===== src/rtl/lcm_pkg.sv =====
// shared types, constants and codes for the lamport clock mutex node
package lcm_pkg;

    localparam int MAX_NODES   = 16;
    localparam int QUEUE_DEPTH = 16;
    localparam int CLOCK_BITS  = 32;

    localparam int RANK_W  = 4;
    localparam int CNT_W   = 5;
    localparam int QPTR_W  = $clog2(QUEUE_DEPTH);
    localparam int FILL_W  = $clog2(QUEUE_DEPTH + 1);
    localparam int AGREE_W = 5;

    localparam logic [CNT_W-1:0]   MAX_NODES_C = CNT_W'(MAX_NODES);
    localparam logic [FILL_W-1:0]  QDEPTH_C    = FILL_W'(QUEUE_DEPTH);
    localparam logic [AGREE_W-1:0] AGREE_MAX   = '1;

    // opcodes of an input transaction
    localparam logic [1:0] OP_LOCAL_REQ = 2'd0;
    localparam logic [1:0] OP_RECV_REQ  = 2'd1;
    localparam logic [1:0] OP_RECV_ACK  = 2'd2;
    localparam logic [1:0] OP_RELEASE   = 2'd3;

    // kinds of an output transaction
    localparam logic [1:0] K_SEND_REQ = 2'd0;
    localparam logic [1:0] K_SEND_ACK = 2'd1;
    localparam logic [1:0] K_NONE     = 2'd2;
    localparam logic [1:0] K_DROPPED  = 2'd3;

    // register indexes on the config port
    localparam logic [1:0] REG_MY_RANK  = 2'd0;
    localparam logic [1:0] REG_NODE_CNT = 2'd1;
    localparam logic [1:0] REG_ARB_CNT  = 2'd2;

    typedef struct packed {
        logic [RANK_W-1:0] my_rank;
        logic [CNT_W-1:0]  peer_cnt;   // node count clamped to MAX_NODES
        logic [CNT_W-1:0]  need;       // agreements required for entry
    } t_cfg;

    typedef struct packed {
        logic [1:0]            op;
        logic [RANK_W-1:0]     sender;
        logic [CLOCK_BITS-1:0] mclk;
        logic [CLOCK_BITS-1:0] mstart;
    } t_item;

    typedef struct packed {
        logic [1:0]            kind;
        logic [RANK_W-1:0]     dest;
        logic [CLOCK_BITS-1:0] clk;
        logic [CLOCK_BITS-1:0] start;
        logic                  grant;
        logic                  last;
    } t_result;

    typedef struct packed {
        logic [CLOCK_BITS-1:0] start;
        logic [RANK_W-1:0]     rank;
    } t_entry;

endpackage


===== src/rtl/lamport_clock_mutex_node.sv =====
// top level of the lamport clock mutual exclusion node
// each result is loaded into the registered output from a sequencer state after acceptance; a local
//   request steps over its own rank without a result; one transaction at a time, paced by the
//   sequencer and stalled while the output register is full and not taken
// reset: synchronous active low; clears clock, request state, fifo pointers and config
//   registers (rank 0, node count 2, arbiter count 4); the deferral ram is not cleared
module lamport_clock_mutex_node import lcm_pkg::*; (
    input  logic        i_clk,
    input  logic        i_rst_n,
    // input stream
    input  logic        s_axis_tvalid,
    output logic        s_axis_tready,
    input  logic [71:0] s_axis_tdata,   // sender_rank[3:0], msg_clock[35:4], msg_start_clock[67:36]
    input  logic [1:0]  s_axis_tuser,   // opcode[1:0]
    // result stream
    output logic        m_axis_tvalid,
    input  logic        m_axis_tready,
    output logic [71:0] m_axis_tdata,   // dest_rank[3:0], out_clock[35:4], out_start_clock[67:36],
                                        // granted[68]
    output logic [1:0]  m_axis_tuser,   // msg_kind[1:0]
    output logic        m_axis_tlast,
    // configuration
    input  logic        psel,
    input  logic        penable,
    input  logic        pwrite,
    input  logic [3:0]  paddr,
    input  logic [31:0] pwdata,
    output logic [31:0] prdata,
    output logic        pready
);

    t_cfg              w_cfg;
    t_item             w_item;
    t_result           w_res;
    logic              w_ram_we;
    logic [QPTR_W-1:0] w_ram_waddr;
    t_entry            w_ram_wdata;
    logic              w_ram_re;
    logic [QPTR_W-1:0] w_ram_raddr;
    t_entry            w_ram_rdata;

    // unpack the input transaction
    assign w_item.op     = s_axis_tuser;
    assign w_item.sender = s_axis_tdata[3:0];
    assign w_item.mclk   = s_axis_tdata[35:4];
    assign w_item.mstart = s_axis_tdata[67:36];

    // pack the result transaction, zero fill to whole bytes
    assign m_axis_tdata = {3'b000, w_res.grant, w_res.start, w_res.clk, w_res.dest};
    assign m_axis_tuser = w_res.kind;
    assign m_axis_tlast = w_res.last;

    lcm_apb_regs u_regs (
        .i_clk   (i_clk),
        .i_rst_n (i_rst_n),
        .psel    (psel),
        .penable (penable),
        .pwrite  (pwrite),
        .paddr   (paddr),
        .pwdata  (pwdata),
        .prdata  (prdata),
        .pready  (pready),
        .o_cfg   (w_cfg)
    );

    // deferred requests, circular buffer addressed by head and fill
    lcm_ram #(
        .WIDTH ($bits(t_entry)),
        .DEPTH (QUEUE_DEPTH)
    ) u_defer_ram (
        .i_clk   (i_clk),
        .i_we    (w_ram_we),
        .i_waddr (w_ram_waddr),
        .i_wdata (w_ram_wdata),
        .i_re    (w_ram_re),
        .i_raddr (w_ram_raddr),
        .o_rdata (w_ram_rdata)
    );

    lcm_engine u_engine (
        .i_clk        (i_clk),
        .i_rst_n      (i_rst_n),
        .i_cfg        (w_cfg),
        .i_item_valid (s_axis_tvalid),
        .o_item_ready (s_axis_tready),
        .i_item       (w_item),
        .o_res_valid  (m_axis_tvalid),
        .i_res_ready  (m_axis_tready),
        .o_res        (w_res),
        .o_ram_we     (w_ram_we),
        .o_ram_waddr  (w_ram_waddr),
        .o_ram_wdata  (w_ram_wdata),
        .o_ram_re     (w_ram_re),
        .o_ram_raddr  (w_ram_raddr),
        .i_ram_rdata  (w_ram_rdata)
    );

endmodule


===== src/rtl/lcm_ram.sv =====
// simple dual-port synchronous ram, one write and one registered read port
module lcm_ram #(
    parameter int WIDTH = 8,
    parameter int DEPTH = 16
) (
    input  logic                     i_clk,
    input  logic                     i_we,
    input  logic [$clog2(DEPTH)-1:0] i_waddr,
    input  logic [WIDTH-1:0]         i_wdata,
    input  logic                     i_re,
    input  logic [$clog2(DEPTH)-1:0] i_raddr,
    output logic [WIDTH-1:0]         o_rdata
);

    logic [WIDTH-1:0] r_mem [DEPTH];
    logic [WIDTH-1:0] r_rdata;

    always_ff @(posedge i_clk) begin
        if (i_we) begin
            r_mem[i_waddr] <= i_wdata;
        end
        if (i_re) begin
            r_rdata <= r_mem[i_raddr];
        end
    end

    assign o_rdata = r_rdata;

endmodule


===== src/rtl/lcm_apb_regs.sv =====
// apb configuration registers and derived node-set values
module lcm_apb_regs import lcm_pkg::*; (
    input  logic        i_clk,
    input  logic        i_rst_n,
    input  logic        psel,
    input  logic        penable,
    input  logic        pwrite,
    input  logic [3:0]  paddr,
    input  logic [31:0] pwdata,
    output logic [31:0] prdata,
    output logic        pready,
    output t_cfg        o_cfg
);

    logic [RANK_W-1:0] r_my_rank;
    logic [CNT_W-1:0]  r_node_cnt;
    logic [CNT_W-1:0]  r_arb_cnt;
    logic              w_wr;

    assign pready = 1'b1;
    assign w_wr   = psel && penable && pwrite;

    always_ff @(posedge i_clk) begin
        if (!i_rst_n) begin
            r_my_rank  <= '0;
            r_node_cnt <= CNT_W'(2);
            r_arb_cnt  <= CNT_W'(4);
        end else if (w_wr) begin
            case (paddr[3:2])
                REG_MY_RANK:  r_my_rank  <= pwdata[RANK_W-1:0];
                REG_NODE_CNT: r_node_cnt <= pwdata[CNT_W-1:0];
                REG_ARB_CNT:  r_arb_cnt  <= pwdata[CNT_W-1:0];
                default: ;
            endcase
        end
    end

    always_comb begin
        case (paddr[3:2])
            REG_MY_RANK:  prdata = {{(32-RANK_W){1'b0}}, r_my_rank};
            REG_NODE_CNT: prdata = {{(32-CNT_W){1'b0}}, r_node_cnt};
            REG_ARB_CNT:  prdata = {{(32-CNT_W){1'b0}}, r_arb_cnt};
            default:      prdata = '0;
        endcase
    end

    always_comb begin
        o_cfg.my_rank  = r_my_rank;
        o_cfg.peer_cnt = (r_node_cnt > MAX_NODES_C) ? MAX_NODES_C : r_node_cnt;
        o_cfg.need     = (r_arb_cnt >= r_node_cnt) ? '0 : (r_node_cnt - r_arb_cnt);
    end

endmodule


===== src/rtl/lcm_engine.sv =====
// protocol sequencer: clock, request state, fifo pointers and result register
module lcm_engine import lcm_pkg::*; (
    input  logic                  i_clk,
    input  logic                  i_rst_n,
    input  t_cfg                  i_cfg,
    input  logic                  i_item_valid,
    output logic                  o_item_ready,
    input  t_item                 i_item,
    output logic                  o_res_valid,
    input  logic                  i_res_ready,
    output t_result               o_res,
    output logic                  o_ram_we,
    output logic [QPTR_W-1:0]     o_ram_waddr,
    output t_entry                o_ram_wdata,
    output logic                  o_ram_re,
    output logic [QPTR_W-1:0]     o_ram_raddr,
    input  t_entry                i_ram_rdata
);

    typedef enum logic [2:0] {
        S_IDLE,
        S_REQ,
        S_MSG,
        S_POP,
        S_ONE
    } t_state;

    t_state                r_state, n_state;
    t_item                 r_item, n_item;
    logic [CLOCK_BITS-1:0] r_clock, n_clock;
    logic                  r_wanting, n_wanting;
    logic [CLOCK_BITS-1:0] r_start, n_start;
    logic [AGREE_W-1:0]    r_agree, n_agree;
    logic [QPTR_W-1:0]     r_head, n_head;
    logic [FILL_W-1:0]     r_fill, n_fill;
    logic [CNT_W-1:0]      r_idx, n_idx;
    logic [CNT_W-1:0]      r_last_idx, n_last_idx;
    logic                  r_first, n_first;
    logic                  r_grant, n_grant;
    logic                  r_ov, n_ov;
    t_result               r_res, n_res;

    logic                  w_load;
    logic                  w_accept;
    logic                  w_rank_in;
    logic [CNT_W-1:0]      w_nemit;
    logic [CLOCK_BITS-1:0] w_max;
    logic [CLOCK_BITS-1:0] w_tick;
    logic                  w_ack;
    logic [CLOCK_BITS-1:0] w_req_clk;

    assign w_load       = !r_ov || i_res_ready;
    assign o_item_ready = (r_state == S_IDLE);
    assign w_accept     = i_item_valid && o_item_ready;
    assign o_res_valid  = r_ov;
    assign o_res        = r_res;

    // peers addressed by a local request: node set minus this node
    assign w_rank_in = {1'b0, i_cfg.my_rank} < i_cfg.peer_cnt;
    assign w_nemit   = i_cfg.peer_cnt - CNT_W'(w_rank_in);

    // clock merge for received messages
    assign w_max  = (r_item.mclk > r_clock) ? r_item.mclk : r_clock;
    assign w_tick = r_clock + CLOCK_BITS'(1);
    assign w_req_clk = r_first ? w_tick : r_start;
    assign w_ack  = !r_wanting || (r_item.mstart < r_start) ||
                    ((r_item.mstart == r_start) && (r_item.sender < i_cfg.my_rank));

    always_comb begin
        n_state    = r_state;
        n_item     = r_item;
        n_clock    = r_clock;
        n_wanting  = r_wanting;
        n_start    = r_start;
        n_agree    = r_agree;
        n_head     = r_head;
        n_fill     = r_fill;
        n_idx      = r_idx;
        n_last_idx = r_last_idx;
        n_first    = r_first;
        n_grant    = r_grant;
        n_ov       = r_ov && !i_res_ready;
        n_res      = r_res;

        o_ram_we    = 1'b0;
        o_ram_waddr = r_head + r_fill[QPTR_W-1:0];
        o_ram_wdata = '{start: r_item.mstart, rank: r_item.sender};
        o_ram_re    = 1'b0;
        o_ram_raddr = r_head;

        case (r_state)
            S_IDLE: begin
                if (w_accept) begin
                    n_item = i_item;
                    case (i_item.op)
                        OP_LOCAL_REQ: begin
                            n_wanting  = 1'b1;
                            n_agree    = '0;
                            n_grant    = (i_cfg.need == '0);
                            n_idx      = '0;
                            n_first    = 1'b1;
                            n_last_idx = ({1'b0, i_cfg.my_rank} == i_cfg.peer_cnt - CNT_W'(1))
                                       ? i_cfg.peer_cnt - CNT_W'(2)
                                       : i_cfg.peer_cnt - CNT_W'(1);
                            n_state    = (w_nemit == '0) ? S_ONE : S_REQ;
                        end
                        OP_RELEASE: begin
                            n_wanting = 1'b0;
                            n_agree   = '0;
                            n_grant   = 1'b0;
                            // prefetch the head entry so popping runs one per cycle while the output register is taken
                            o_ram_re  = (r_fill != '0);
                            n_state   = (r_fill == '0) ? S_ONE : S_POP;
                        end
                        default: begin
                            n_state = S_MSG;
                        end
                    endcase
                end
            end

            S_ONE: begin
                if (w_load) begin
                    n_ov    = 1'b1;
                    n_res   = '{kind: K_NONE, dest: '0, clk: '0, start: '0,
                                grant: r_grant, last: 1'b1};
                    n_state = S_IDLE;
                end
            end

            S_REQ: begin
                if (r_idx == {1'b0, i_cfg.my_rank}) begin
                    n_idx = r_idx + CNT_W'(1);
                end else if (w_load) begin
                    n_clock = w_tick;
                    n_start = w_req_clk;
                    n_first = 1'b0;
                    n_ov    = 1'b1;
                    n_res   = '{kind: K_SEND_REQ, dest: r_idx[RANK_W-1:0], clk: w_tick,
                                start: w_req_clk, grant: r_grant,
                                last: (r_idx == r_last_idx)};
                    n_idx   = r_idx + CNT_W'(1);
                    if (r_idx == r_last_idx) begin
                        n_state = S_IDLE;
                    end
                end
            end

            S_MSG: begin
                if (w_load) begin
                    n_ov    = 1'b1;
                    n_state = S_IDLE;
                    n_clock = w_max + CLOCK_BITS'(1);
                    n_res   = '{kind: K_NONE, dest: '0, clk: '0, start: '0,
                                grant: r_wanting && (r_agree >= i_cfg.need), last: 1'b1};
                    if (r_item.op == OP_RECV_REQ) begin
                        if (w_ack) begin
                            n_clock      = w_max + CLOCK_BITS'(2);
                            n_res.kind   = K_SEND_ACK;
                            n_res.dest   = r_item.sender;
                            n_res.clk    = w_max + CLOCK_BITS'(2);
                            n_res.start  = r_item.mstart;
                        end else if (r_fill < QDEPTH_C) begin
                            o_ram_we = 1'b1;
                            n_fill   = r_fill + FILL_W'(1);
                        end else begin
                            n_res.kind = K_DROPPED;
                        end
                    end else begin
                        // acknowledgement: counted only against the current start clock
                        if ((r_item.mstart == r_start) && (r_agree != AGREE_MAX)) begin
                            n_agree = r_agree + AGREE_W'(1);
                        end
                        n_res.grant = r_wanting && (n_agree >= i_cfg.need);
                    end
                end
            end

            S_POP: begin
                if (w_load) begin
                    n_clock = w_tick;
                    n_ov    = 1'b1;
                    n_res   = '{kind: K_SEND_ACK, dest: i_ram_rdata.rank, clk: w_tick,
                                start: i_ram_rdata.start, grant: r_grant,
                                last: (r_fill == FILL_W'(1))};
                    n_head  = r_head + QPTR_W'(1);
                    n_fill  = r_fill - FILL_W'(1);
                    o_ram_raddr = r_head + QPTR_W'(1);
                    if (r_fill == FILL_W'(1)) begin
                        n_state = S_IDLE;
                    end else begin
                        o_ram_re = 1'b1;
                    end
                end
            end

            default: begin
                n_state = S_IDLE;
            end
        endcase
    end

    always_ff @(posedge i_clk) begin
        if (!i_rst_n) begin
            r_state   <= S_IDLE;
            r_clock   <= '0;
            r_wanting <= 1'b0;
            r_start   <= '0;
            r_agree   <= '0;
            r_head    <= '0;
            r_fill    <= '0;
            r_ov      <= 1'b0;
        end else begin
            r_state   <= n_state;
            r_clock   <= n_clock;
            r_wanting <= n_wanting;
            r_start   <= n_start;
            r_agree   <= n_agree;
            r_head    <= n_head;
            r_fill    <= n_fill;
            r_ov      <= n_ov;
        end
        r_item     <= n_item;
        r_idx      <= n_idx;
        r_last_idx <= n_last_idx;
        r_first    <= n_first;
        r_grant    <= n_grant;
        r_res      <= n_res;
    end

endmodule

===== config.mk =====
export PLATFORM = sky130hd
export DESIGN_NAME = lamport_clock_mutex_node
export DESIGN_NICKNAME = d
export VERILOG_FILES = /design/src/rtl/lcm_pkg.sv /design/src/rtl/lamport_clock_mutex_node.sv /design/src/rtl/lcm_ram.sv /design/src/rtl/lcm_apb_regs.sv /design/src/rtl/lcm_engine.sv
export SDC_FILE = /design/constraint.sdc
export NUM_CORES = 1
export LEC_CHECK = 0
export ABC_AREA = 0
export BUFFER_PORTS_ARGS = -buffer_cell sky130_fd_sc_hd__buf_2
export CAP_MARGIN = 20
export CORE_MARGIN = 2
export CORE_UTILIZATION = 55
export CTS_CLUSTER_DIAMETER = 200
export DETAILED_ROUTE_END_ITERATION = 10
export PLACE_DENSITY = 0.73
export SETUP_SLACK_MARGIN = 0.3
export SLEW_MARGIN = 0
export SYNTH_ARGS = -nofsm -noshare
export SYNTH_HDL_FRONTEND = slang
export SYNTH_SLANG_ARGS = --single-unit

===== constraint.sdc =====
create_clock -name i_clk -period 14.2 [get_ports i_clk]
set_input_delay 3.55 -clock i_clk [delete_from_list [all_inputs] [get_ports i_clk]]
set_output_delay 3.55 -clock i_clk [all_outputs]
set_load 0.1 [all_outputs]

==> flow_metrics.py, run 1 <==
metrics = {
    "finish": {
        "drive_above_1_share_pct": 20.5,
        "area_delta_synth_final_pct": 12.4,
        "final_cell_mix": "edfxtp_1, nor2_1, mux4_2",
        "final_nets": 3059,
        "finish.utilization_pct": 62.7,
        "final_common_cell": "edfxtp_1",
        "num_antenna_cells": 0,
    },
    "timing": {
        "finalHoldViolCount": 0,
        "rsz0062_at_grt": "false",
        "min_period_ps": 8200,
        "final.period_utilization_pct": 57.8,
        "slew_viol_final": 0,
        "max-slew-margin-rel_pct": 22.5,
        "setup_violations": 0,
        "tns_ps": 0,
        "fmax_mhz": 122,
        "tightestPinTransition_ps": 1150,
        "fin_skew_ps": 28.5,
    },
    "power": {
        "ir_drop_mv": 0.103,
        "power.density_mw_per_mm2": 141,
        "p_leak_nw": 14.8,
    },
    "yosys": {
        "synth_ff_type": "edfxtp_1",
        "ys_seq_elements": 863,
        "synthCells": 2679,
        "ys_types": 89,
        "synth_edf_count": 766,
        "yosysSeqAreaShare_pct": 63.6,
        "avgSynthCellArea_sq_um": 14.6,
        "synth_area_sq_mm": 0.0392,
        "ys_warn_count": 0,
        "async_flop_share_pct": 0,
    },
    "drt": {
        "drc": 0,
        "via_per_inst": 6.40,
        "totalWireLength_mm": 107,
        "final_antenna_net_count": 0,
        "wl_per_cell_um": 27.8,
        "drtIter0Drc": 2995,
        "vias": 24600,
        "drt_pass1_iterations": 6,
    },
    "clock_network": {
        "postCtsSetupBuffers": 0,
        "clock_sinks": 863,
        "clockRootBuffer": "clkbuf_16",
        "cts.htree.levels": 3,
        "cts_hold_buffers": 0,
        "numCtsBuffers": 88,
        "cts_buffer_depth": 3,
        "clkTransAtPathRegs_ps": 60,
        "cts-resized-gates": 0,
        "clk_latency_ps": 660,
        "tritoncts": "built",
    },
    "critical_path": {
        "crit_path_end_kind": "output port",
        "cp.arrival_ps": 4650,
        "cp-startpoint": "paddr[2]",
        "path_class": "input port to output port",
        "reg2reg_from": "u_engine.r_item[32]",
        "start_kind": "input port",
        "required_ps": 10650,
        "path_max_fanout": 9,
    },
    "die": {
        "die_w_um": 271,
        "rows": 97,
        "top_level_ports": 227,
        "die_h_um": 271,
        "start_util_pct": 55.8,
        "die_area_sq_mm": 0.0734,
        "core_sq_mm": 0.0703,
    },
    "global_route": {
        "grt-ovfl-total": 0,
        "grt_first_pass_wirelength_mm": 158,
        "grt_start_max_net_pins": 146,
        "antenna_found_initial": 1,
        "grt_util_all_layers_pct": 29.2,
        "grt_pass1_vias": 24600,
    },
    "run_status": {
        "outcome": "complete, no violations",
    },
    "place": {
        "gp_congestion": 0.957,
        "dp_hpwl_mm": 63.3,
        "io_buffer_count": 162,
    },
    "run": {
        "max_cap_violations": 0,
    },
    "min_path": {
        "hold_start": "u_engine.r_start[12]",
        "hp-class": "flop to flop",
    },
}
## state kept, by name, indices dropped and copies added (netlist names), 3 cells and up
name                  cells
u_engine.r_start         32
u_engine.o_res           72
u_engine.r_clock         32
u_engine.o_ram_wdata     36
u_engine.r_fill           5
u_engine.r_head           4
u_engine.r_last_idx       5
u_defer_ram.o_rdata      36
u_engine.r_state          3
u_engine.r_item          34
u_regs.r_arb_cnt          5
u_regs.r_my_rank          4
u_regs.r_node_cnt         5
u_engine.r_agree          5
u_engine.r_idx            5
u_defer_ram.r_mem       576
## critical path, stage by stage
cell and delay, ps:
buf_2 140, nor2b_1 300, nand2_1 90, o21ai_0 110, buf_2 460
## report_power, final
group / switching, mW / total [mW] / internal (mW)
combinational: 0.613 / 0.818 / 0.205
sequential: 0.112 / 2.98 / 2.87
clock: 0.999 / 2.43 / 1.43
total: 1.72 / 6.23 / 4.50
## area by class of cell
class                      instances  area [sq um]
sequential                       863         24900
fill                            5029         26200
clock buffer                     115          2390
timing repair buffer             214          1250
inverter                         106           399
clock inverter                    49           659
tap                              940          1180
multi-input combinational       1562         13300
## metrics by stage
stage	setup WS, ps	hold slack [ps]	instances	instance area (sq um)	total power, mW
floorplan	4580	482	2708	39300	3.62
global placement	6020	499	3682	41000	3.81
detailed placement	6010	508	3683	41000	3.83
CTS	6000	515	3847	44000	6.24
global route	5870	536	3849	44100	6.41
finish	6000	517	3849	44100	6.23
## cell usage after synthesis (all sizes together) (48+ instances only)
cell / n / area, sq um
buf: 96 / 613
clkbuf: 81 / 307
o21ai: 113 / 566
ha: 105 / 1310
dfxtp: 97 / 1940
xnor2: 99 / 875
nor2: 227 / 895
a21oi: 97 / 497
mux2i: 48 / 493
nand2: 175 / 664
a211oi: 69 / 518
mux4: 180 / 4050
nand3: 60 / 313
edfxtp: 766 / 23000
inv: 104 / 390
## per-layer routing
layer	track usage, %	vias up	wire length (um)
li1	-	10600	-
met1	39.2	12500	42200
met2	46.6	1304	51000
met3	5.98	254	9480
met4	12.2	2	4320
met5	0	-	13
## path summary, 6_finish.rpt
path / to / depth (start not counted) / slack, ps
worst max-delay path: prdata[3] / 5 / 6000
worst min-delay path: u_engine.r_start[12] / 2 / 520
worst max register to register: u_engine.r_clock[30] / 19 / 7790
worst min register to register: u_engine.r_start[12] / 2 / 520
## logic make-up (layout without fill, tap and decap cells)
family	after synthesis	after routing	share of synthesized area, %
flip-flops	863	863	63.6
other	2	31	0.0192
AND/OR/NAND/NOR	626	626	7.46
XOR/XNOR	136	136	3.08
multiplexers	236	236	11.8
AO/OA/AOI/OAI	426	426	7.16
adder cells (fa/ha/maj)	107	107	3.45
buffers and inverters	283	484	3.36
Power figures use the tool's default switching activity.
==> inputs of run 2 (changes only) <==
--- a/config.mk
+++ b/config.mk
@@ -5,14 +5,14 @@
 export SDC_FILE = /design/constraint.sdc
 export NUM_CORES = 1
 export LEC_CHECK = 0
-export ABC_AREA = 0
+export ABC_AREA = 1
 export BUFFER_PORTS_ARGS = -buffer_cell sky130_fd_sc_hd__buf_2
 export CAP_MARGIN = 20
 export CORE_MARGIN = 2
 export CORE_UTILIZATION = 55
 export CTS_CLUSTER_DIAMETER = 200
 export DETAILED_ROUTE_END_ITERATION = 10
-export PLACE_DENSITY = 0.73
+export PLACE_DENSITY = 0.76
 export SETUP_SLACK_MARGIN = 0.3
 export SLEW_MARGIN = 0
 export SYNTH_ARGS = -nofsm -noshare
==> constraint.sdc (replaced) <==
create_clock -name i_clk -period 7.5 [get_ports i_clk]
set_input_delay 1.875 -clock i_clk [delete_from_list [all_inputs] [get_ports i_clk]]
set_output_delay 1.875 -clock i_clk [all_outputs]
set_load 0.1 [all_outputs]
==> flow_metrics.py, run 2 <==
metrics = {
    "global_route": {
        "grt_pass1_vias": 27400,
        "grt-ovfl-total": 0,
        "grt_first_pass_wirelength_mm": 159,
        "grt_util_all_layers_pct": 28.3,
        "antenna_found_initial": 1,
        "grt_start_max_net_pins": 251,
    },
    "die": {
        "die_w_um": 272,
        "die_h_um": 272,
        "rows": 98,
        "top_level_ports": 227,
        "start_util_pct": 55.3,
        "die_area_sq_mm": 0.0738,
        "core_sq_mm": 0.0712,
    },
    "yosys": {
        "synth_edf_count": 766,
        "ys_warn_count": 0,
        "yosysMostFrequentCell": "edfxtp_1",
        "synth_area_sq_mm": 0.0394,
        "synth_area_leaders": "edfxtp_1, o21ai_0, nand2_1",
        "avgSynthCellArea_sq_um": 10.7,
        "ys_types": 55,
        "synthCells": 3681,
        "yosys.area.top_type": "edfxtp_1",
        "yosysSeqAreaShare_pct": 63.3,
        "synthTopCellsByCount": "edfxtp_1, nand2_1, nor2_1, o21ai_0, inv_1",
        "synth_ff_type": "edfxtp_1",
        "async_flop_share_pct": 0,
        "synth_top_area_share_pct": 58.4,
        "ys_seq_elements": 863,
    },
    "drt": {
        "wl_per_cell_um": 22.0,
        "drc": 0,
        "via_per_inst": 6.00,
        "drtIter0Drc": 3530,
        "final_antenna_net_count": 0,
        "vias": 29000,
        "totalWireLength_mm": 106,
        "drt_pass1_iterations": 8,
    },
    "clock_network": {
        "clkTransAtPathRegs_ps": 60,
        "cts_buffer_depth": 3,
        "cts_hold_buffers": 0,
        "clockRootBuffer": "clkbuf_16",
        "numCtsBuffers": 88,
        "cts-resized-gates": 0,
        "postCtsSetupBuffers": 0,
        "clk_latency_ps": 660,
        "clock_sinks": 863,
        "cts.htree.levels": 3,
        "tritoncts": "built",
    },
    "critical_path": {
        "rrSetupSlack_ps": 2070,
        "cp.arrival_ps": 5770,
        "path_max_fanout": 24,
        "required_ps": 7830,
        "start_kind": "flop",
        "path_class": "flop to flop",
        "crit_path_end_kind": "flop",
    },
    "power": {
        "total_power_mw": 11.5,
        "swShare_pct": 28.8,
        "power.switching_mw": 3.32,
        "ir_drop_mv": 0.238,
        "p_seq_share_pct": 48.4,
        "p_int_mw": 8.22,
        "power.density_mw_per_mm2": 262,
        "p_leak_nw": 15.8,
        "pwr-share-clk_pct": 37.2,
        "p_comb_share_pct": 14.4,
    },
    "place": {
        "io_buffer_count": 162,
        "pre_cts_ws_ps": 1980,
        "dpl-instance-area_sq_mm": 0.0413,
        "dp.cells": 4671,
        "dp_hpwl_mm": 64.8,
        "gp_congestion": 1.01,
    },
    "timing": {
        "hold_ws_ps": 491,
        "min_period_ps": 5430,
        "tightestPinTransition_ps": 1490,
        "setup_violations": 0,
        "fmax_mhz": 184,
        "finalHoldViolCount": 0,
        "slew_viol_final": 0,
        "rsz0062_at_grt": "false",
        "final.period_utilization_pct": 72.5,
        "setup_ws_ps": 2070,
        "fin_skew_ps": 26.3,
        "tns_ps": 0,
        "max-slew-margin-rel_pct": 0.753,
    },
    "finish": {
        "fillers": 5518,
        "largest_reg_flops": 576,
        "final_common_cell": "edfxtp_1",
        "regMostFlops": "u_defer_ram.r_mem",
        "drive_above_1_share_pct": 11.9,
        "regArea_sq_mm": 0.0249,
        "fin_area_sq_mm": 0.0441,
        "final_nets": 4036,
        "finish.utilization_pct": 61.9,
        "multi_input_area_sq_mm": 0.0128,
        "area_delta_synth_final_pct": 11.8,
        "num_antenna_cells": 0,
        "final_cell_mix": "edfxtp_1, nand2_1, o21ai_0",
        "instances_no_fill": 4826,
    },
    "min_path": {
        "hp-class": "flop to flop",
    },
    "run_status": {
        "outcome": "complete, no violations",
    },
    "run": {
        "max_cap_violations": 0,
    },
}
-- run 2: cell count changes in the layout (fill, tap and decap cells not counted), moves of 60 or more --
cell / previous run / this run
nor2_1: 210 / 445
mux4_2: 180 / 0
inv_1: 97 / 258
nand2_1: 174 / 517
o21ai_0: 101 / 458
o211ai_1: 22 / 85
o221ai_1: 6 / 76
nand3_1: 59 / 156
a211oi_1: 69 / 9
xnor2_1: 98 / 8
-- run 2: final timing paths --
check	endpoint	from	depth (start not counted)
worst min register to register	u_engine.r_start[11]	u_engine.r_start[11]	2
worst max-delay path	u_defer_ram.r_mem[4][11]	u_engine.o_ram_wdata[35]	14
worst min-delay path	u_engine.r_start[11]	u_engine.r_start[11]	2
worst max register to register	u_defer_ram.r_mem[4][11]	u_engine.o_ram_wdata[35]	14
-- run 2: power groups by stage --
stage	clock network (mW)	registers, mW	logic, mW
after floorplan	0	6.05	0.842
after global placement	0	5.68	1.60
after detailed placement	0	5.68	1.63
after CTS	4.33	5.58	1.64
after global routing	4.53	5.60	1.78
final	4.29	5.58	1.66
-- run 2: layout make-up --
cell class                      instances  area share, %
Clock buffer                          104           5.20
Clock inverter                         50           1.17
Inverter                              271           2.32
Multi-Input combinational cell       2364           29.0
Sequential cell                       863           56.6
Tap cell                              950           2.70
Timing Repair Buffer                  224           3.00
-- run 2: logic make-up after synthesis --
family,count (synthesis),synth area share [%]
AO/OA/AOI/OAI,892,13.2
XOR/XNOR,46,1.02
adder cells (fa/ha/maj),107,3.43
buffers and inverters,483,5.02
flip-flops,863,63.3
multiplexers,3,0.0762
other,2,0.0191
AND/OR/NAND/NOR,1285,13.9
-- run 2: per-layer routing --
| metal | global-route usage [%] | vias to the layer above | share of wire, % |
|---|---|---|---|
| li1 | - | 13300 | - |
| met1 | 38.5 | 13800 | 40 |
| met2 | 44.3 | 1527 | 46 |
| met3 | 4.04 | 294 | 9.2 |
| met4 | 15.0 | 0 | 5.1 |
| met5 | 0 | - | 0 |
-- run 2: critical path, cell delays in order, from the launching register on --
cell      delay [ps]
edfxtp_1         630
ha_1             420
nand2_1          100
nor2_1           210
nand4_1          190
nor2_1           530
o21ai_0          180
nand2_1          130
nand3_1          140
inv_1             80
nand4_1          350
or2_2            440
or2_2            380
nor2_4           880
buf_4            420
